[config.mk]
export PLATFORM = sky130hd
export DESIGN_NAME = sha1_hash_engine
export DESIGN_NICKNAME = d
export VERILOG_FILES = /design/src/rtl/core/sha1_pkg.sv /design/src/rtl/core/sha1_sched.sv /design/src/rtl/core/sha1_round.sv /design/src/rtl/core/sha1_hash_engine.sv
export SDC_FILE = /design/constraint.sdc
export NUM_CORES = 2
export LEC_CHECK = 0
export ABC_AREA = 0
export BUFFER_PORTS_ARGS = -buffer_cell sky130_fd_sc_hd__buf_4
export CORE_MARGIN = 2
export CORE_UTILIZATION = 40
export DETAILED_ROUTE_END_ITERATION = 16
export GPL_ROUTABILITY_DRIVEN = 0
export PLACE_DENSITY = 0.56
export SYNTH_ARGS = -nofsm -noshare
export SYNTH_HDL_FRONTEND = slang
export SYNTH_SLANG_ARGS = --single-unit
[constraint.sdc]
create_clock -name clk -period 17.4 [get_ports clk]
set_clock_uncertainty 0.05 [all_clocks]
set_input_delay 0 -clock clk [delete_from_list [all_inputs] [get_ports clk]]
set_output_delay 0 -clock clk [all_outputs]
set_load 0.01 [all_outputs]
[src/rtl/core/sha1_pkg.sv]
// Shared types, constants and round functions of the SHA-1 hash engine.
package sha1_pkg;

	localparam int NUM_WORDS   = 5;
	localparam int NUM_ROUNDS  = 80;
	localparam int BLOCK_BYTES = 64;
	localparam int LEN_POS     = 56;

	localparam logic [7:0] PAD_MARK = 8'h80;

	localparam logic [31:0] IV [0:4] = '{
		32'h67452301, 32'hefcdab89, 32'h98badcfe, 32'h10325476, 32'hc3d2e1f0
	};

	localparam logic [31:0] ROUND_K [0:3] = '{
		32'h5a827999, 32'h6ed9eba1, 32'h8f1bbcdc, 32'hca62c1d6
	};

	typedef enum logic [1:0] {
		PH_CHOOSE = 2'd0,
		PH_PARITY = 2'd1,
		PH_MAJOR  = 2'd2,
		PH_PARITY2 = 2'd3
	} phase_t;

	typedef struct packed {
		logic [7:0] msg_byte;
		logic       byte_present;
		logic       end_of_message;
	} msg_item_t;

	typedef struct packed {
		logic [31:0] digest_word;
		logic [2:0]  word_index;
		logic        last_word;
	} digest_item_t;

	typedef struct packed {
		logic   start;
		logic   step;
		logic   finish;
		logic   iv_load;
		phase_t phase;
	} round_ctrl_t;

	typedef struct packed {
		logic       byte_en;
		logic [7:0] data;
		logic       step;
	} sched_ctrl_t;

	function automatic logic [31:0] round_f(phase_t ph, logic [31:0] b, logic [31:0] c,
		logic [31:0] d);
		logic [31:0] f;
		unique case (ph)
			PH_CHOOSE: f = (b & c) | (~b & d);
			PH_MAJOR:  f = (b & c) | (b & d) | (c & d);
			default:   f = b ^ c ^ d;
		endcase
		return f;
	endfunction

endpackage

[src/rtl/core/sha1_sched.sv]
// Message schedule: 16-word shift line, loaded a byte at a time, rolled once per round.
module sha1_sched (
	input  logic                  clk,
	input  sha1_pkg::sched_ctrl_t ctrl,
	output logic [31:0]           w
);

	// word 0 (oldest) sits at the top of the line
	logic [511:0] line_q;
	logic [31:0]  mix;
	logic [31:0]  next_word;

	assign w         = line_q[511:480];
	assign mix       = line_q[511:480] ^ line_q[447:416] ^ line_q[255:224] ^ line_q[95:64];
	assign next_word = {mix[30:0], mix[31]};

	always_ff @(posedge clk) begin
		if (ctrl.byte_en) begin
			line_q <= {line_q[503:0], ctrl.data};
		end else if (ctrl.step) begin
			line_q <= {line_q[479:0], next_word};
		end
	end

endmodule

[src/rtl/core/sha1_round.sv]
// Round unit: working registers a..e, one SHA-1 round per cycle while ctrl.step is high, and the chaining value.
module sha1_round (
	input  logic                  clk,
	input  logic                  arst_n,
	input  sha1_pkg::round_ctrl_t ctrl,
	input  logic [31:0]           w,
	output logic [4:0][31:0]      chain
);

	logic [4:0][31:0] chain_q;
	logic [31:0]      a_q, b_q, c_q, d_q, e_q;
	logic [31:0]      t;

	assign t = {a_q[26:0], a_q[31:27]} + sha1_pkg::round_f(ctrl.phase, b_q, c_q, d_q)
		+ e_q + sha1_pkg::ROUND_K[ctrl.phase] + w;

	assign chain = chain_q;

	always_ff @(posedge clk or negedge arst_n) begin
		if (!arst_n) begin
			a_q <= '0;
			b_q <= '0;
			c_q <= '0;
			d_q <= '0;
			e_q <= '0;
		end else if (ctrl.start) begin
			a_q <= chain_q[0];
			b_q <= chain_q[1];
			c_q <= chain_q[2];
			d_q <= chain_q[3];
			e_q <= chain_q[4];
		end else if (ctrl.step) begin
			a_q <= t;
			b_q <= a_q;
			c_q <= {b_q[1:0], b_q[31:2]};
			d_q <= c_q;
			e_q <= d_q;
		end
	end

	always_ff @(posedge clk or negedge arst_n) begin
		if (!arst_n) begin
			for (int i = 0; i < sha1_pkg::NUM_WORDS; i++) chain_q[i] <= sha1_pkg::IV[i];
		end else if (ctrl.iv_load) begin
			for (int i = 0; i < sha1_pkg::NUM_WORDS; i++) chain_q[i] <= sha1_pkg::IV[i];
		end else if (ctrl.finish) begin
			chain_q[0] <= chain_q[0] + a_q;
			chain_q[1] <= chain_q[1] + b_q;
			chain_q[2] <= chain_q[2] + c_q;
			chain_q[3] <= chain_q[3] + d_q;
			chain_q[4] <= chain_q[4] + e_q;
		end
	end

endmodule

[src/rtl/core/sha1_hash_engine.sv]
// SHA-1 hash engine top level: byte intake, padding sequencer and digest output.
// A byte request that fills a 64-byte block holds the intake while the shared round unit
// runs its 80 rounds and then the chaining add.
// A closing request adds one padding byte per cycle up to the block end, one or two
// compressions, then the five digest words at one per cycle while digest_stall is low.
// Reset loads the standard initial value and clears counters; the schedule is not reset.
module sha1_hash_engine (
	input  logic                   clk,
	input  logic                   arst_n,
	input  logic                   msg_valid,
	output logic                   msg_stall,
	input  sha1_pkg::msg_item_t    msg,
	output logic                   digest_valid,
	input  logic                   digest_stall,
	output sha1_pkg::digest_item_t digest
);

	typedef enum logic [4:0] {
		ST_IDLE  = 5'b00001,
		ST_PAD   = 5'b00010,
		ST_ROUND = 5'b00100,
		ST_FIN   = 5'b01000,
		ST_OUT   = 5'b10000
	} state_t;

	localparam logic [6:0] ROUND_LAST = 7'(sha1_pkg::NUM_ROUNDS - 1);
	localparam logic [5:0] POS_LAST   = 6'(sha1_pkg::BLOCK_BYTES - 1);
	localparam logic [5:0] POS_LEN    = 6'(sha1_pkg::LEN_POS);
	localparam logic [2:0] IDX_LAST   = 3'(sha1_pkg::NUM_WORDS - 1);

	state_t       state_q;
	logic [6:0]   rnd_q;
	logic [5:0]   pos_q;
	logic [63:0]  count_q;
	logic         closing_q;
	logic         mark_q;
	logic         len_go_q;
	logic         len_done_q;
	logic [2:0]   idx_q;
	logic         digest_valid_q;
	sha1_pkg::digest_item_t digest_q;

	logic         msg_acc;
	logic         pad_len;
	logic [63:0]  len_shift;
	logic [7:0]   pad_data;
	logic         byte_en;
	logic         wrap;
	logic         out_load;
	logic [31:0]  w;
	logic [4:0][31:0] chain;
	sha1_pkg::phase_t      phase;
	sha1_pkg::round_ctrl_t rctrl;
	sha1_pkg::sched_ctrl_t sctrl;

	assign msg_stall = (state_q != ST_IDLE);
	assign msg_acc   = msg_valid && !msg_stall;

	// length bytes go out once the mark is in and the block reaches byte 56
	assign pad_len   = mark_q && (len_go_q || pos_q == POS_LEN);
	assign len_shift = count_q << {pos_q[2:0], 3'b000};
	assign pad_data  = !mark_q ? sha1_pkg::PAD_MARK : (pad_len ? len_shift[63:56] : 8'h00);

	assign byte_en  = (msg_acc && msg.byte_present) || (state_q == ST_PAD);
	assign wrap     = byte_en && (pos_q == POS_LAST);
	assign out_load = (state_q == ST_OUT) && (!digest_valid_q || !digest_stall);

	always_comb begin
		if (rnd_q < 7'd20)      phase = sha1_pkg::PH_CHOOSE;
		else if (rnd_q < 7'd40) phase = sha1_pkg::PH_PARITY;
		else if (rnd_q < 7'd60) phase = sha1_pkg::PH_MAJOR;
		else                    phase = sha1_pkg::PH_PARITY2;
	end

	assign sctrl.byte_en = byte_en;
	assign sctrl.data    = (state_q == ST_PAD) ? pad_data : msg.msg_byte;
	assign sctrl.step    = (state_q == ST_ROUND);

	assign rctrl.start   = wrap;
	assign rctrl.step    = (state_q == ST_ROUND);
	assign rctrl.finish  = (state_q == ST_FIN);
	assign rctrl.iv_load = out_load && (idx_q == IDX_LAST);
	assign rctrl.phase   = phase;

	sha1_sched u_sched (
		.clk  (clk),
		.ctrl (sctrl),
		.w    (w)
	);

	sha1_round u_round (
		.clk    (clk),
		.arst_n (arst_n),
		.ctrl   (rctrl),
		.w      (w),
		.chain  (chain)
	);

	always_ff @(posedge clk or negedge arst_n) begin
		if (!arst_n) begin
			state_q        <= ST_IDLE;
			rnd_q          <= '0;
			pos_q          <= '0;
			count_q        <= '0;
			closing_q      <= 1'b0;
			mark_q         <= 1'b0;
			len_go_q       <= 1'b0;
			len_done_q     <= 1'b0;
			idx_q          <= '0;
			digest_valid_q <= 1'b0;
		end else begin
			if (byte_en) pos_q <= pos_q + 6'd1;
			if (out_load)                        digest_valid_q <= 1'b1;
			else if (digest_valid_q && !digest_stall) digest_valid_q <= 1'b0;
			unique case (state_q)
				ST_IDLE: begin
					if (msg_acc) begin
						if (msg.byte_present) count_q <= count_q + 64'd8;
						closing_q <= msg.end_of_message;
						if (wrap)                    state_q <= ST_ROUND;
						else if (msg.end_of_message) state_q <= ST_PAD;
					end
				end
				ST_PAD: begin
					mark_q <= 1'b1;
					if (pad_len) len_go_q <= 1'b1;
					if (pad_len && pos_q == POS_LAST) len_done_q <= 1'b1;
					if (wrap) state_q <= ST_ROUND;
				end
				ST_ROUND: begin
					if (rnd_q == ROUND_LAST) begin
						rnd_q   <= '0;
						state_q <= ST_FIN;
					end else begin
						rnd_q <= rnd_q + 7'd1;
					end
				end
				ST_FIN: begin
					if (closing_q && len_done_q) state_q <= ST_OUT;
					else if (closing_q)          state_q <= ST_PAD;
					else                         state_q <= ST_IDLE;
				end
				ST_OUT: begin
					if (out_load) begin
						if (idx_q == IDX_LAST) begin
							idx_q      <= '0;
							count_q    <= '0;
							closing_q  <= 1'b0;
							mark_q     <= 1'b0;
							len_go_q   <= 1'b0;
							len_done_q <= 1'b0;
							state_q    <= ST_IDLE;
						end else begin
							idx_q <= idx_q + 3'd1;
						end
					end
				end
				default: state_q <= ST_IDLE;
			endcase
		end
	end

	always_ff @(posedge clk) begin
		if (out_load) begin
			digest_q.digest_word <= chain[idx_q];
			digest_q.word_index  <= idx_q;
			digest_q.last_word   <= (idx_q == IDX_LAST);
		end
	end

	assign digest_valid = digest_valid_q;
	assign digest       = digest_q;

	a_round_to_fin: assert property (@(posedge clk) disable iff (!arst_n)
		(state_q == ST_ROUND && rnd_q == ROUND_LAST) |=> (state_q == ST_FIN))
		else $error("round counter did not hand over to chaining add");

	a_last_flag: assert property (@(posedge clk) disable iff (!arst_n)
		digest_valid |-> (digest.last_word == (digest.word_index == IDX_LAST)))
		else $error("last_word flag out of step with word index");

	a_fin_idle: assert property (@(posedge clk) disable iff (!arst_n)
		(state_q == ST_FIN && !closing_q) |=> (state_q == ST_IDLE))
		else $error("open message did not return to intake after a block");

	a_out_aligned: assert property (@(posedge clk) disable iff (!arst_n)
		(state_q == ST_OUT) |-> (pos_q == '0 && len_done_q))
		else $error("digest output started before the padded block closed");

endmodule
======== Word-level counts from Yosys, hierarchy flattened ========
Index checks and enable logic that the tools add are counted.
word-level totals
  register bits after elaboration ......... 958
  bits in latches ......................... 0
  bits in writable memories ............... 0
  memory bits (read-only) ................. 0
  bits of input ports ..................... 14
  output and inout bits ................... 38
  memories kept ........................... 0
cells by class
  $add $sub $neg .......................... 13
  multiply operators ...................... 0
  div/mod/pow operators ................... 0
  magnitude comparators ................... 5
  equal/unequal tests ..................... 20
  shifts and indexed selects .............. 1
  multiplexer cells ....................... 54
  bitwise logic cells ..................... 14
  reduce and logical (&&, ||, !) cells .... 29
operators by type and width
  operator               count
  $mux 512               2
  $mux 32                13
  $mux 160               2
  $add 32x32->32         9
  $mux 64                4
  $xor 32x32->32         5
  $and 32x32->32         4
  $pmux 64 s2            1
  $bmux 32 s3            1
  $or 32x32->32          3
  $add 64x4->64 const B  1
  $bmux 32 s2            1
  $pmux 32 s2            1
  $shl 64x6->64          1
  $mux 5                 8
  $not 32->32            1
  $pmux 5 s5             1
  $mux 8                 3
  $lt 7x6->1 const B     2
  $eq 6x6->1 const B     2
  $reduce_and 4->1       3
  $reduce_bool 2->1      6
  $ne 2x2->1 const B     5
  $logic_and 1x1->1      9
  other kinds (30)       48

======== Logic depth before layout (Yosys ltp) ========
  depth after elaboration ................. 12
  gate-level depth with buffers ........... 28
  gate-level depth less buffers ........... 26

======== Cells and area by module ========
Synthesis repeated with hierarchy kept, for this count alone.
unflattened totals
  cells, all modules ...................... 4972
  area, all modules ....................... 57216.1 um^2
by module, submodules not included
  module            instances  cells an instance  area an instance (um^2)
  sha1_round        1          2975               26407.8
  sha1_sched        1          1246               23251.0
  sha1_hash_engine  1          751                7557.2

======== Worst setup path before layout ========
OpenSTA, ideal clock, no wires.
  path kind ............................... register -> register
  start ................................... register state_q[3]
  end ..................................... register u_sched.line_q[0] (enable)
  library setup time ...................... 0.901 ns
  arrival ................................. 12.781 ns
  setup slack ............................. 3.669 ns
  cell stages (with the launch flop) ...... 9
  buffers on the path ..................... 3
  clock period less this slack ............ 13.731 ns
  cells stage by stage .................... dfrtp_1 or3_4 nor3b_2 nand3_1 and2_1 clkbuf_1 clkbuf_1 clkbuf_1 nand2_1
on the way
  word-level cells in the longest chain between the ends .. 6
RTL lines
  element                        RTL line                 source
  start, declared                sha1_hash_engine.sv:31   state_t state_q;
  start signal, assigned         sha1_hash_engine.sv:101  state_q <= ST_IDLE;
  start signal, assigned         sha1_hash_engine.sv:120  if (wrap) state_q <= ST_ROUND;
  start signal, assigned         sha1_hash_engine.sv:121  else if (msg.end_of_message) state_q <= ST_PAD;
  $ne 5x1->1                     sha1_hash_engine.sv:56   assign msg_stall = (state_q != ST_IDLE);
  $logic_not 1->1                sha1_hash_engine.sv:57   assign msg_acc = msg_valid && !msg_stall;
  $logic_and 1x1->1              sha1_hash_engine.sv:57
  $logic_and 1x1->1              sha1_hash_engine.sv:64   assign byte_en = (msg_acc && msg.byte_present) || (state_q == ST_PAD);
  $logic_or 1x1->1               sha1_hash_engine.sv:64
  $reduce_bool 2->1 (no line) *  --
  end signal, assigned           sha1_sched.sv:19         line_q <= {line_q[503:0], ctrl.data};
  end signal, assigned           sha1_sched.sv:21         line_q <= {line_q[479:0], next_word};
  end, declared                  sha1_sched.sv:9          logic [511:0] line_q;
Mark *: on every way between the ends. The rest lies on a longest branch, timed or not.
A chain may end at the register's enable or synchronous reset.

======== Worst setup path in the final report ========
  start ................................... register rnd_q[4]
  end ..................................... register u_round.a_q[30]
on the way
  word-level cells in the longest chain between the ends .. 12
RTL lines
  element                                            RTL line                            source
  start, declared                                    sha1_hash_engine.sv:32              logic [6:0] rnd_q;
  start signal, assigned                             sha1_hash_engine.sv:135             rnd_q <= rnd_q + 7'd1;
  $lt 7x6->1                                         sha1_hash_engine.sv:71              else if (rnd_q < 7'd60) phase = sha1_pkg::PH_MAJOR;
  $mux 1                                             sha1_hash_engine.sv:71
  $mux 2                                             sha1_hash_engine.sv:70              else if (rnd_q < 7'd40) phase = sha1_pkg::PH_PARITY;
  $mux 2 *                                           sha1_hash_engine.sv:69              if (rnd_q < 7'd20) phase = sha1_pkg::PH_CHOOSE;
  $eq 2x2->1 (tied with other cells)                 sha1_pkg.sv:55                      unique case (ph)
  $pmux 32 s2 / $bmux 32 s2 (equally long branches)  sha1_pkg.sv:55, sha1_round.sv:15
  $add 32x32->32 / $mux 32 (equally long branches)   sha1_round.sv:14, sha1_round.sv:15
  $add 32x32->32 / $mux 32 (equally long branches)   sha1_round.sv:15                    + e_q + sha1_pkg::ROUND_K[ctrl.phase] + w;
  $add 32x32->32 * (2 in series)                     sha1_round.sv:15
  $mux 32 *                                          sha1_round.sv:32                    end else if (ctrl.step) begin
  $mux 32 *                                          sha1_round.sv:26                    end else if (ctrl.start) begin
  end signal, assigned                               sha1_round.sv:27                    a_q <= chain_q[0];
  end signal, assigned                               sha1_round.sv:33                    a_q <= t;
  end, declared                                      sha1_round.sv:11                    logic [31:0] a_q, b_q, c_q, d_q, e_q;
Mark *: on every way between the ends. The rest lies on a longest branch, timed or not. The select of a mux whose other input is x is not followed.

==> flow_summary.json <==
{
  "grt_first_pass_wirelength_um": 244000,
  "final_slew_viol_count": 0,
  "crit_path_buffers_inverters": 5,
  "power_per_cell_area_nw_per_um2": 146,
  "net_switching_power_of_the_design_mw": 3.17,
  "holdCritPathClass": "primary input to flip-flop",
  "placement.cell_area_um2": 57000,
  "final_setup_tns_ns": 0,
  "reg2reg_from": "rnd_q[4]",
  "final_common_cell": "sky130_fd_sc_hd__nand2_1",
  "synth.distinct_cells": 87,
  "syn_inst": 5875,
  "synth.yosys.seq_area_share_pct": 48.7,
  "cpPeakStageDelay_ns": 0.60,
  "place_hpwl_um": 106000,
  "path_class": "flip-flop to flip-flop",
  "cts-resized-gates": 0,
  "yosys_warnings": 0,
  "share_seq_of_total_power_pct": 42.1,
  "synth_edf_count": 548,
  "number_of_antenna_violations_at_the_first_check_in_global_routing": 2,
  "ys_async_rst_share_pct": 42.6,
  "static-leakage-power_nw": 26.4,
  "port-buffer-count": 51,
  "dr_total_vias": 42008,
  "seq_area_um2": 26700,
  "htree_num_levels": 3,
  "wl_met1_um": 71900,
  "timing_hold_violations_final": 0,
  "syn_to_final_growth_pct": 10.8,
  "reg2reg_slack_ns": 10.29,
  "topRoutingLayerUsed": "met5",
  "period_needed_ns": 7.11,
  "p_comb_share_pct": 31.2,
  "mappedNetlistNets": 6211,
  "endpoint_kind": "flip-flop",
  "layout.nets": 6170,
  "core_um2": 136000,
  "critPathMaxFanout": 39,
  "postLayoutCellArea_um2": 60900,
  "detail-route-antenna-nets": 0,
  "grt.total_usage_pct": 22.0,
  "run_status": "completed",
  "wl_um": 156000,
  "worst_slew_pin_slew_ns": 1.22,
  "design.portCount": 52,
  "final_cell_mix": "1930 x sky130_fd_sc_hd__nand2_1, 548 x sky130_fd_sc_hd__edfxtp_1, 324 x sky130_fd_sc_hd__dfrtp_1, 306 x sky130_fd_sc_hd__inv_1, 294 x sky130_fd_sc_hd__o21ai_0",
  "power.ir.vdd_worst_v": 0.000121,
  "critical_path.top_delay_family": "compound AO/OA/AOI/OAI gates",
  "whs_path_depth": 4,
  "timing.reg2reg.worst_path_depth": 25,
  "synth.ff_latch_count": 955,
  "clockPowerShare_pct": 26.8,
  "syn_area_um2": 54900,
  "cts_max_path_buffers": 3,
  "grt_start_max_net_pins": 233,
  "timing.max_cap.violations": 0,
  "wl_met2_um": 71800,
  "detail_route.iter0.violations": 3614,
  "drt-pass1-iter-count": 6,
  "rsz0062_at_grt": "no",
  "route.detailed.wl_per_inst_um": 20.2,
  "required_arrival_time_at_the_worst_endpoint_ns": 17.93,
  "multi_input_comb_area_um2": 26000,
  "cp_slowest_cell": "sky130_fd_sc_hd__a2111oi_0",
  "share_of_the_clock_period_used_by_the_worst_path_after_layout_pct": 40.9,
  "fill_cells": 12935,
  "vias_per_cell": 5.45,
  "maxSlewHeadroom_pct": 18.9,
  "post_route_cells_drive_above_1_share_pct": 7.10,
  "dr_wl_met3_um": 7700,
  "worst_ep_arrival_time_ns": 7.65,
  "synth_area_per_cell_um2": 9.35,
  "vias_in_the_first_global_route": 40986,
  "numCtsBuffers": 111,
  "initial_core_util_pct": 40.4,
  "power.share.switching_pct": 35.8,
  "finalSetupViolations": 0,
  "die_y_um": 375,
  "whs_endpoint": "state_q[4]",
  "tritoncts_clock_tree": "done",
  "rr_endpoint": "u_round.a_q[30]",
  "route.detailed.drc": 0,
  "die_area_um2": 140000,
  "std_cell_rows": 135,
  "holdCritStartpoint": "digest_stall",
  "yosys_most_used_dff": "sky130_fd_sc_hd__edfxtp_1",
  "antenna_cells": 0,
  "globalRoute.totalOverflow": 0,
  "floorplan.die.width_um": 375,
  "clock_insertion_delay_at_the_later_pin_of_the_skew_report_ns": 0.75,
  "max_freq_mhz": 141,
  "clk_pin_slew_worst_paths_ns": 0.06,
  "power.internal_mw": 5.68,
  "startpoint_type": "flip-flop",
  "cts_root_buf": "sky130_fd_sc_hd__clkbuf_16",
  "numClockSinks": 955
}
[cell usage after synthesis, types with 19 or more instances]
cell type	number	area share, %
sky130_fd_sc_hd__nand2_1	1932	13
sky130_fd_sc_hd__edfxtp_1	548	30
sky130_fd_sc_hd__dfrtp_1	326	15
sky130_fd_sc_hd__inv_1	307	2.1
sky130_fd_sc_hd__o21ai_0	294	2.7
sky130_fd_sc_hd__a21oi_1	261	2.4
sky130_fd_sc_hd__clkbuf_1	247	1.7
sky130_fd_sc_hd__nor2_1	217	1.5
sky130_fd_sc_hd__ha_1	197	4.5
sky130_fd_sc_hd__xnor2_1	179	2.9
sky130_fd_sc_hd__a22oi_1	156	2.1
sky130_fd_sc_hd__fa_1	125	4.6
sky130_fd_sc_hd__xor2_1	123	2.0
sky130_fd_sc_hd__nand3_1	112	1.0
sky130_fd_sc_hd__mux2i_1	89	1.6
sky130_fd_sc_hd__a21o_1	87	1.2
sky130_fd_sc_hd__dfstp_2	81	3.9
sky130_fd_sc_hd__nor3_1	71	0.65
sky130_fd_sc_hd__o22ai_1	45	0.51
sky130_fd_sc_hd__and3_1	36	0.41
sky130_fd_sc_hd__nand2b_1	34	0.39
sky130_fd_sc_hd__o221ai_1	29	0.46
sky130_fd_sc_hd__o21a_1	28	0.38
sky130_fd_sc_hd__or3_1	25	0.28
sky130_fd_sc_hd__nor2b_1	24	0.27
sky130_fd_sc_hd__buf_1	22	0.15
sky130_fd_sc_hd__nand4_1	21	0.24
sky130_fd_sc_hd__a31oi_1	19	0.22
[sequential cells by signal, indices dropped and copies added (netlist names)]
| register | count |
|---|---|
| u_round.a_q | 32 |
| len_go_q | 1 |
| idx_q | 3 |
| u_round.e_q | 32 |
| u_sched.line_q | 512 |
| u_round.chain | 160 |
| len_done_q | 1 |
| pos_q | 6 |
| mark_q | 1 |
| digest | 36 |
| rnd_q | 7 |
| count_q | 61 |
| u_round.d_q | 32 |
| digest_valid | 1 |
| u_round.b_q | 32 |
| state_q | 5 |
| u_round.c_q | 32 |
| closing_q | 1 |
[per-stage QoR]
step	power, mW	std cells	hold slack, ns	setup WS (ns)	util (%)
2_1_floorplan	5.98	5875	-0.346	3.67	-
4_1_cts	8.97	7713	0.0846	10.34	44.8
3_5_place_dp	6.54	7483	0.0309	10.39	41.9
6_report	8.86	7713	0.163	10.29	44.8
3_3_place_gp	6.51	7483	0.0475	10.53	41.9
5_1_grt	9.48	7713	0.154	9.84	44.8
[timing repair]
action	4_1_cts	5_1_grt
hold buffers	19	0
buffers inserted	0	0
endpoints found under the hold margin	119	0
[final cells by class]
| class | count | share of cell area, % |
|---|---|---|
| clock buffer | 150 | 5.02 |
| tap | 1781 | 3.66 |
| timing repair buffer | 121 | 1.67 |
| sequential | 955 | 43.9 |
| inverter | 307 | 1.89 |
| clock inverter | 61 | 1.03 |
| multi-input combinational | 4338 | 42.8 |
[routing by layer]
metal,vias to the layer above,global-route usage (%)
met5,-,0
met4,2,6.59
met3,232,2.95
met2,962,35.2
met1,20832,31.2
li1,19980,-
[worst min-delay path, cell delays in order]
cell and delay [ns]:
sky130_fd_sc_hd__dlygate4sd3_1 0.53, sky130_fd_sc_hd__buf_4 0.11, sky130_fd_sc_hd__a21oi_1 0.12, sky130_fd_sc_hd__o21ai_0 0.16
[logic make-up (layout without fill, tap and decap cells)]
family | after synthesis | after routing | share of synthesized area, %
buffers and inverters | 582 | 639 | 4.01
AO/OA/AOI/OAI | 1073 | 1073 | 12.3
AND/OR/NAND/NOR | 2534 | 2534 | 18.9
adder cells (fa/ha/maj) | 322 | 322 | 9.04
multiplexers | 107 | 107 | 2.26
flip-flops | 955 | 955 | 48.7
XOR/XNOR | 302 | 302 | 4.81
[how the worst max path moves through the flow]
stage | start | endpoint | cells past startpoint
6_report | rnd_q[4] | u_round.a_q[30] | 25
5_1_grt | rnd_q[4] | u_round.a_q[30] | 25
4_1_cts | rnd_q[4] | u_round.a_q[30] | 25
3_5_place_dp | rnd_q[4] | u_round.a_q[30] | 25
3_3_place_gp | rnd_q[4] | u_round.a_q[30] | 25
2_1_floorplan | state_q[3] | u_sched.line_q[0] | 8
[power by group through the flow]
stage / Sequential, mW / Clock, mW / Combinational, mW
floorplan: 3.87 / 0 / 2.11
global placement: 3.76 / 0 / 2.75
detailed placement: 3.76 / 0 / 2.78
CTS: 3.73 / 2.43 / 2.81
global route: 3.79 / 2.52 / 3.17
finish: 3.73 / 2.37 / 2.76
(Power assumes the default switching activity.)
